`config.mk`:
```
export PLATFORM = sky130hd
export DESIGN_NAME = firmware_image_crc_validator
export DESIGN_NICKNAME = d
export VERILOG_FILES = /design/src/rtl/core/fwcrc_pkg.sv /design/src/rtl/core/fwcrc_front.sv /design/src/rtl/core/fwcrc_queue.sv /design/src/rtl/core/fwcrc_back.sv /design/src/rtl/core/firmware_image_crc_validator.sv
export SDC_FILE = /design/constraint.sdc
export NUM_CORES = 2
export LEC_CHECK = 0
export BUFFER_PORTS_ARGS = -buffer_cell sky130_fd_sc_hd__buf_2
export CORE_MARGIN = 10
export CORE_UTILIZATION = 50
export CTS_BUF_LIST = sky130_fd_sc_hd__clkbuf_2
export CTS_CLUSTER_DIAMETER = 120
export CTS_CLUSTER_SIZE = 24
export DETAILED_ROUTE_END_ITERATION = 7
export PLACE_DENSITY = 0.68
export SYNTH_ARGS = -nofsm -noshare
export SYNTH_HDL_FRONTEND = slang
export SYNTH_SLANG_ARGS = --single-unit
```
`constraint.sdc`:
```
create_clock -name aclk -period 7.5 [get_ports aclk]
set_input_delay 1.125 -clock aclk [delete_from_list [all_inputs] [get_ports aclk]]
set_output_delay 1.125 -clock aclk [all_outputs]
set_load 0.005 [all_outputs]
```
`src/rtl/core/fwcrc_pkg.sv`:
```
package fwcrc_pkg;

    // CRC-32, reflected form.
    localparam logic [31:0] CRC_POLY  = 32'hEDB88320;
    localparam logic [31:0] CRC_ONES  = 32'hFFFFFFFF;
    localparam logic [31:0] SIG_RESET = 32'h55AA5A5A;

    // Header layout: eight big-endian words, the CRC covers the first 28 bytes.
    localparam int HDR_CRC_BYTES = 28;
    localparam int HDR_BYTES     = 32;
    localparam int HDR_WORDS     = 8;
    localparam int WIDX_W        = $clog2(HDR_WORDS);
    localparam int CNT_W         = 33;

    localparam int QUEUE_DEPTH = 4;

    // Result packing: status, then header words 1 to 6, padded to whole bytes.
    localparam int NUM_FIELDS = 6;
    localparam int RES_W      = 2 + 32 * NUM_FIELDS;
    localparam int OUT_W      = ((RES_W + 7) / 8) * 8;

    typedef enum logic [1:0] {
        KIND_HDR_CRC,   // header byte that also enters the header CRC
        KIND_HDR_TAIL,  // header byte past the CRC span
        KIND_PAYLOAD,   // payload byte, enters the image CRC
        KIND_TRAILER    // byte past the payload, ignored
    } kind_t;

    typedef enum logic [1:0] {
        ST_OK           = 2'd0,
        ST_BAD_HEADER   = 2'd1,
        ST_TOO_SHORT    = 2'd2,
        ST_CRC_MISMATCH = 2'd3
    } status_t;

    // One classified byte as it travels from the front end to the back end.
    typedef struct packed {
        logic [7:0]        data;
        kind_t             kind;
        logic              hcrc_end;
        logic [WIDX_W-1:0] widx;
        logic              last;
        logic              incomplete;
        logic              too_short;
    } entry_t;

    typedef struct packed {
        logic [NUM_FIELDS-1:0][31:0] fields;
        status_t                     status;
    } result_t;

    function automatic logic [31:0] crc_byte(input logic [31:0] c, input logic [7:0] b);
        logic [31:0] r;
        r = c ^ {24'd0, b};
        for (int k = 0; k < 8; k++) begin
            r = r[0] ? ((r >> 1) ^ CRC_POLY) : (r >> 1);
        end
        return r;
    endfunction

endpackage

```
`src/rtl/core/fwcrc_front.sv`:
```
module fwcrc_front (
    input  logic              aclk,
    input  logic              aresetn,
    input  logic [7:0]        s_data,
    input  logic              s_last,
    input  logic              accept,
    output fwcrc_pkg::entry_t entry
);
    import fwcrc_pkg::*;

    logic [CNT_W-1:0] cnt_reg, cnt_next;
    logic [31:0]      len_reg, len_next;

    logic [CNT_W-1:0] cnt_inc;
    logic [CNT_W-1:0] pay_off;
    logic [CNT_W-1:0] need_total;
    logic             is_hdr;
    logic             in_payload;
    logic             len_byte;

    always_comb begin
        cnt_inc    = (&cnt_reg) ? cnt_reg : cnt_reg + CNT_W'(1);
        is_hdr     = cnt_reg < CNT_W'(HDR_BYTES);
        pay_off    = cnt_reg - CNT_W'(HDR_BYTES);
        in_payload = pay_off < {1'b0, len_reg};
        need_total = CNT_W'(HDR_BYTES) + {1'b0, len_reg};
        // Bytes 16 to 19 carry the payload length word.
        len_byte   = is_hdr && (cnt_reg[4:2] == WIDX_W'(4));

        entry.data       = s_data;
        entry.widx       = cnt_reg[4:2];
        entry.last       = s_last;
        entry.hcrc_end   = cnt_reg == CNT_W'(HDR_CRC_BYTES - 1);
        entry.incomplete = cnt_inc < CNT_W'(HDR_BYTES);
        entry.too_short  = cnt_inc < need_total;

        priority if (cnt_reg < CNT_W'(HDR_CRC_BYTES)) begin
            entry.kind = KIND_HDR_CRC;
        end else if (is_hdr) begin
            entry.kind = KIND_HDR_TAIL;
        end else if (in_payload) begin
            entry.kind = KIND_PAYLOAD;
        end else begin
            entry.kind = KIND_TRAILER;
        end

        cnt_next = cnt_reg;
        len_next = len_reg;
        if (accept) begin
            if (s_last) begin
                cnt_next = '0;
                len_next = '0;
            end else begin
                cnt_next = cnt_inc;
                if (len_byte) begin
                    len_next = {len_reg[23:0], s_data};
                end
            end
        end
    end

    always_ff @(posedge aclk) begin
        if (!aresetn) begin
            cnt_reg <= '0;
            len_reg <= '0;
        end else begin
            cnt_reg <= cnt_next;
            len_reg <= len_next;
        end
    end

endmodule

```
`src/rtl/core/fwcrc_queue.sv`:
```
module fwcrc_queue (
    input  logic              aclk,
    input  logic              aresetn,
    input  logic              push,
    input  fwcrc_pkg::entry_t push_entry,
    output logic              full,
    input  logic              pop,
    output logic              head_valid,
    output fwcrc_pkg::entry_t head_entry
);
    import fwcrc_pkg::*;

    localparam int PTR_W = $clog2(QUEUE_DEPTH);

    entry_t           mem_reg [QUEUE_DEPTH];
    logic [PTR_W-1:0] wr_ptr_reg, rd_ptr_reg;
    logic [PTR_W:0]   count_reg, count_next;

    always_comb begin
        full       = count_reg == (PTR_W + 1)'(QUEUE_DEPTH);
        head_valid = count_reg != '0;
        head_entry = mem_reg[rd_ptr_reg];
        count_next = count_reg + (PTR_W + 1)'(push) - (PTR_W + 1)'(pop);
    end

    always_ff @(posedge aclk) begin
        if (push) begin
            mem_reg[wr_ptr_reg] <= push_entry;
        end
    end

    always_ff @(posedge aclk) begin
        if (!aresetn) begin
            wr_ptr_reg <= '0;
            rd_ptr_reg <= '0;
            count_reg  <= '0;
        end else begin
            if (push) begin
                wr_ptr_reg <= wr_ptr_reg + PTR_W'(1);
            end
            if (pop) begin
                rd_ptr_reg <= rd_ptr_reg + PTR_W'(1);
            end
            count_reg <= count_next;
        end
    end

endmodule

```
`src/rtl/core/fwcrc_back.sv`:
```
module fwcrc_back (
    input  logic                           aclk,
    input  logic                           aresetn,
    input  logic                           head_valid,
    input  fwcrc_pkg::entry_t              head_entry,
    output logic                           pop,
    input  logic [31:0]                    signature,
    output logic                           m_tvalid,
    input  logic                           m_tready,
    output logic [fwcrc_pkg::OUT_W-1:0]    m_tdata
);
    import fwcrc_pkg::*;

    logic [31:0] words_reg  [HDR_WORDS];
    logic [31:0] words_next [HDR_WORDS];
    logic [31:0] crc_reg, crc_next;
    logic [31:0] hcrc_reg, hcrc_next;
    logic [31:0] crc_upd;
    logic        out_valid_reg;
    result_t     out_data_reg;
    result_t     res;
    logic        is_hdr;

    always_comb begin
        // A last byte may leave only if the output register is empty or draining.
        pop     = head_valid && (!head_entry.last || !out_valid_reg || m_tready);
        is_hdr  = (head_entry.kind == KIND_HDR_CRC) || (head_entry.kind == KIND_HDR_TAIL);
        crc_upd = crc_byte(crc_reg, head_entry.data);

        for (int k = 0; k < HDR_WORDS; k++) begin
            words_next[k] = words_reg[k];
        end
        if (is_hdr) begin
            words_next[head_entry.widx] = {words_reg[head_entry.widx][23:0], head_entry.data};
        end

        crc_next  = crc_reg;
        hcrc_next = hcrc_reg;
        unique case (head_entry.kind)
            KIND_HDR_CRC: begin
                if (head_entry.hcrc_end) begin
                    hcrc_next = crc_upd ^ CRC_ONES;
                    crc_next  = CRC_ONES;
                end else begin
                    crc_next = crc_upd;
                end
            end
            KIND_PAYLOAD:  crc_next = crc_upd;
            KIND_HDR_TAIL: crc_next = crc_reg;
            KIND_TRAILER:  crc_next = crc_reg;
            default:       crc_next = crc_reg;
        endcase

        priority if (head_entry.incomplete) begin
            res.status = ST_BAD_HEADER;
        end else if (words_next[0] != signature || words_next[7] != hcrc_next) begin
            res.status = ST_BAD_HEADER;
        end else if (head_entry.too_short) begin
            res.status = ST_TOO_SHORT;
        end else if ((crc_next ^ CRC_ONES) != words_next[5]) begin
            res.status = ST_CRC_MISMATCH;
        end else begin
            res.status = ST_OK;
        end
        for (int k = 0; k < NUM_FIELDS; k++) begin
            res.fields[k] = head_entry.incomplete ? 32'd0 : words_next[k + 1];
        end
    end

    always_ff @(posedge aclk) begin
        if (!aresetn) begin
            out_valid_reg <= 1'b0;
            crc_reg       <= CRC_ONES;
            hcrc_reg      <= '0;
            for (int k = 0; k < HDR_WORDS; k++) begin
                words_reg[k] <= '0;
            end
        end else begin
            // A new result may replace one that leaves in the same cycle.
            if (pop && head_entry.last) begin
                out_valid_reg <= 1'b1;
            end else if (m_tready) begin
                out_valid_reg <= 1'b0;
            end
            if (pop) begin
                if (head_entry.last) begin
                    crc_reg  <= CRC_ONES;
                    hcrc_reg <= '0;
                    for (int k = 0; k < HDR_WORDS; k++) begin
                        words_reg[k] <= '0;
                    end
                end else begin
                    crc_reg  <= crc_next;
                    hcrc_reg <= hcrc_next;
                    for (int k = 0; k < HDR_WORDS; k++) begin
                        words_reg[k] <= words_next[k];
                    end
                end
            end
        end
    end

    always_ff @(posedge aclk) begin
        if (pop && head_entry.last) begin
            out_data_reg <= res;
        end
    end

    assign m_tvalid = out_valid_reg;
    assign m_tdata  = {(OUT_W - RES_W)'(0), out_data_reg};

endmodule

```
`src/rtl/core/firmware_image_crc_validator.sv`:
```
// Firmware image header and payload CRC checker.
//
// The image arrives on the s_ stream channel one byte per transfer, header
// first, with s_tlast set on the final byte. The first 32 bytes form a header
// of eight big-endian words. Word 0 must equal the signature register and
// word 7 must equal the CRC-32 of bytes 0 to 27. The CRC-32 then runs over the
// payload length given in word 4, and bytes beyond that are ignored.
// For each image one result transfer leaves on the m_ channel, holding the
// status (0 ok, 1 bad or incomplete header, 2 image too short, 3 payload CRC
// mismatch) and header words 1 to 6.
//
// The block takes one byte per cycle. A front end classifies each byte by its
// position and feeds a four-entry queue; the back end does one CRC byte update
// per cycle. With the queue empty, the last byte passes through the queue and
// then the output register before m_tvalid rises. If the receiver stalls, the
// result waits in the output register, the next last byte waits at the head of
// the queue, and s_tready falls once the queue is full. The cfg_ channel writes
// the expected signature (reset value 0x55AA5A5A). It is always ready and
// should be written only while no image is in flight. Reset empties the queue
// and the output register and clears all per-image state.
module firmware_image_crc_validator (
    input  logic                        aclk,
    input  logic                        aresetn,
    // Byte input. s_tdata: data_byte in bits 7:0. s_tlast: last_byte.
    input  logic                        s_tvalid,
    output logic                        s_tready,
    input  logic [7:0]                  s_tdata,
    input  logic                        s_tlast,
    // Result. m_tdata from bit 0: status (2), hardware_id (32),
    // hardware_timestamp (32), image_version (32), payload_length (32),
    // stored_image_crc (32), watchdog_timeout (32), zero padding (6).
    output logic                        m_tvalid,
    input  logic                        m_tready,
    output logic [fwcrc_pkg::OUT_W-1:0] m_tdata,
    // Signature register write.
    input  logic                        cfg_valid,
    output logic                        cfg_ready,
    input  logic [31:0]                 cfg_data
);
    import fwcrc_pkg::*;

    logic        sig_write;
    logic [31:0] signature_reg;
    logic        accept;
    logic        q_full;
    logic        head_valid;
    logic        pop;
    entry_t      front_entry;
    entry_t      head_entry;

    // The byte is accepted whenever the queue has room.
    assign s_tready  = !q_full;
    assign accept    = s_tvalid && s_tready;
    assign cfg_ready = 1'b1;
    assign sig_write = cfg_valid && cfg_ready;

    always_ff @(posedge aclk) begin
        if (!aresetn) begin
            signature_reg <= SIG_RESET;
        end else if (sig_write) begin
            signature_reg <= cfg_data;
        end
    end

    // The front end tracks the byte position and the payload length on its own,
    // so it can tag each byte without waiting on the back end.
    fwcrc_front u_front (
        .aclk    (aclk),
        .aresetn (aresetn),
        .s_data  (s_tdata),
        .s_last  (s_tlast),
        .accept  (accept),
        .entry   (front_entry)
    );

    fwcrc_queue u_queue (
        .aclk       (aclk),
        .aresetn    (aresetn),
        .push       (accept),
        .push_entry (front_entry),
        .full       (q_full),
        .pop        (pop),
        .head_valid (head_valid),
        .head_entry (head_entry)
    );

    // The back end holds the header words and the running CRC, and builds the
    // result when the tagged last byte comes out of the queue.
    fwcrc_back u_back (
        .aclk       (aclk),
        .aresetn    (aresetn),
        .head_valid (head_valid),
        .head_entry (head_entry),
        .pop        (pop),
        .signature  (signature_reg),
        .m_tvalid   (m_tvalid),
        .m_tready   (m_tready),
        .m_tdata    (m_tdata)
    );

endmodule

```
==> impl_metrics.ini <==
[outcome]
status = finished clean

[synthesis]
synth.distinct_cells = 84
synth_area_leaders = edfxtp_1, dfxtp_1, nor2_1, mux2i_1, a21oi_1
seq_area_frac_synth = 0.5373
synth_top_area_frac = 0.4203
synthArstFlopShare = 0
yosys.area.top_type = edfxtp_1
syn_area_per_cell_sq_um = 10.78
yosys_most_used_dff = edfxtp_1
synth-seq-cells = 689
synth_edf_count = 486
synth.most_common_cell = nor2_1
synth-warning-count = 0
syn-cell-area_sq_mm = 0.03472
syn_inst = 3222
yosys-top-cells-count = nor2_1, edfxtp_1, a21oi_1

[die]
core_area_sq_mm = 0.06871
dieArea_sq_mm = 0.08039
die_x_um = 283.5
io_pins = 249
start_util = 0.5054
std_cell_rows = 96
fp.dieH_um = 283.5

[placement]
dp_cells = 4237
pre_cts_slack_ns = 1.671
dpl.hpwl_um = 77510
place_congestion = 0.9564
io_buffers = 241

[finish]
multi_input_area_sq_mm = 0.01491
final_cells = 4300
regArea_sq_mm = 0.01866
syn_to_final_growth_pct = 6.446
nets = 3463
final_util = 0.5380
drive_gt1_frac = 0.1384
n_fill_cell = 6215
largest_reg_flops = 256

[drt]
dr.pass1.iters = 5
wl_per_cell_um = 24.77
drc = 0
antenna_left = 0
vias = 25402
drt_iter0_drc = 3321
viasPerCell = 5.907
drt_wl_total_um = 106500

[global_route]
first_global_vias = 23683
grt_max_degree = 167
grt_pass1_wl_um = 157700
grt_remaining_overflow = 0
gr-usage-all-layers = 0.2557
antenna_found_initial = 5

[clocking]
cts_htree_levels = 2
cts_made_buffers = 34
cts_sinks = 689
clkLatencyLatePin_ns = 1.29
cts-root-buf = clkbuf_2
cts.clk_slew.worst_paths_ns = 0.50
post_cts_buffers = 0
clockBufferDepth = 3
cts_resized = 0
cts_tree = done
ctsHoldBuffers = 0

[pwr]
p_seq_frac = 0.363
p_sw_frac = 0.4771
switchingPower_uw = 7953
ir_drop_mv = 0.4524
powerDensity_mw_per_mm2 = 451.0
p_int_uw = 8717
leakage_uw = 0.01344
p_clk_frac = 0.085
combPwrFrac = 0.551

[timing]
fin_skew_ns = 0.1591
worst_slew_pin_slew_ns = 1.291
timing.final.crit_period_ns = 5.995
hold_violations = 0
rsz0062_at_grt = no
fin_crit_sh = 0.7993
maxSlewHeadroom = 0.1149
timing.fmax_mhz = 166.8
drv_slew = 0
hold_slack_ns = 0.1155
setup_ws_ns = 1.505
setup_viol = 0
tns_ns = 0

[worst_setup_path]
path_class = reg -> reg
start_kind = register
cp_max_fo = 13
cp-end-kind = register
crit_arrival_ns = 6.95
crit_required_ns = 8.46

[hold_path]
worstHoldPathType = in -> reg

[flow_run]
maxCapViolations = 0
## metrics by stage
step / total power (uW) / instance area, sq um
after floorplan: 11750 / 34740
after global placement: 15150 / 36590
after detailed placement: 15170 / 36600
after CTS: 16550 / 36960
after global routing: 17350 / 36960
final: 16670 / 36960
## layout by cell type (no fill, tap or decap), types with 78 or more instances in the layout
cell type  netlist  final
a21oi_1        264    264
buf_2           17    241
dfxtp_1        203    202
edfxtp_1       486    486
mux2i_1        140    139
nand2_1        124    118
nor2_1         732    731
nor2b_1         89     89
xnor2_1        145    145
xor2_1          78     78
## area by class of cell
| class | count | share of cell area |
|---|---|---|
| diodes | 2 | 0.0001354 |
| clock buffers | 56 | 0.007583 |
| clock inverters | 5 | 0.001963 |
| inverters | 69 | 0.007312 |
| multi-input cells | 2257 | 0.4034 |
| flip-flops and latches | 689 | 0.5048 |
| well taps | 931 | 0.03152 |
| repair buffers | 291 | 0.04323 |
## critical path: stages (launching register included)
cell and delay (ns):
dfxtp_1 0.69, nand4_1 0.24, nor4_1 0.62, nand4_1 0.62, nand2_1 0.28, xnor2_1 0.17, ha_1 0.29, a21o_1 0.20
a21o_1 0.18, a21o_1 0.17, a21o_1 0.17, a21o_1 0.17, a21o_1 0.17, a211o_1 0.29, a221oi_1 0.42, o21ai_0 0.17
a2111o_1 0.42, a211oi_1 0.46
## power groups by stage
| stage | clock network (uW) | logic, uW | registers, uW |
|---|---|---|---|
| floorplan | 0 | 5760 | 6000 |
| global placement | 0 | 9040 | 6100 |
| detailed placement | 0 | 9050 | 6120 |
| CTS | 1440 | 9070 | 6030 |
| global route | 1560 | 9640 | 6150 |
| finish | 1420 | 9190 | 6050 |
## kinds of logic (layout without fill, tap and decap cells)
logic type | Yosys count | count (layout) | share of synthesized area
and+or+nand+nor | 1165 | 1165 | 0.1485
DFF | 689 | 689 | 0.5373
AOI/OAI and AO/OA | 551 | 551 | 0.09654
buffers and inverters | 281 | 421 | 0.03571
xor gates and xnor gates | 242 | 242 | 0.06908
muxes | 217 | 217 | 0.08544
adders and majority gates | 75 | 75 | 0.02724
other | 2 | 9 | 0.0002163
## final timing paths
check                                              to  cells past startpoint  slack (ns)                 from
worst min-delay path                signature_reg[26]                      3        0.12         cfg_data[26]
worst min register to register    u_back.hcrc_reg[10]                      2        0.48  u_back.hcrc_reg[10]
worst max register to register  u_queue.mem_reg[1][0]                     17        1.51  u_front.cnt_reg[15]
worst max-delay path            u_queue.mem_reg[1][0]                     17        1.51  u_front.cnt_reg[15]
## metal layers
layer / vias up / GRT usage / routed length, um
li1: 11642 / - / -
met1: 12340 / 0.3439 / 42850
met2: 1249 / 0.4169 / 50330
met3: 169 / 0.03730 / 9007
met4: 2 / 0.09190 / 4296
met5: - / 0 / 15
Note: power is estimated with default switching activity, not from simulation.
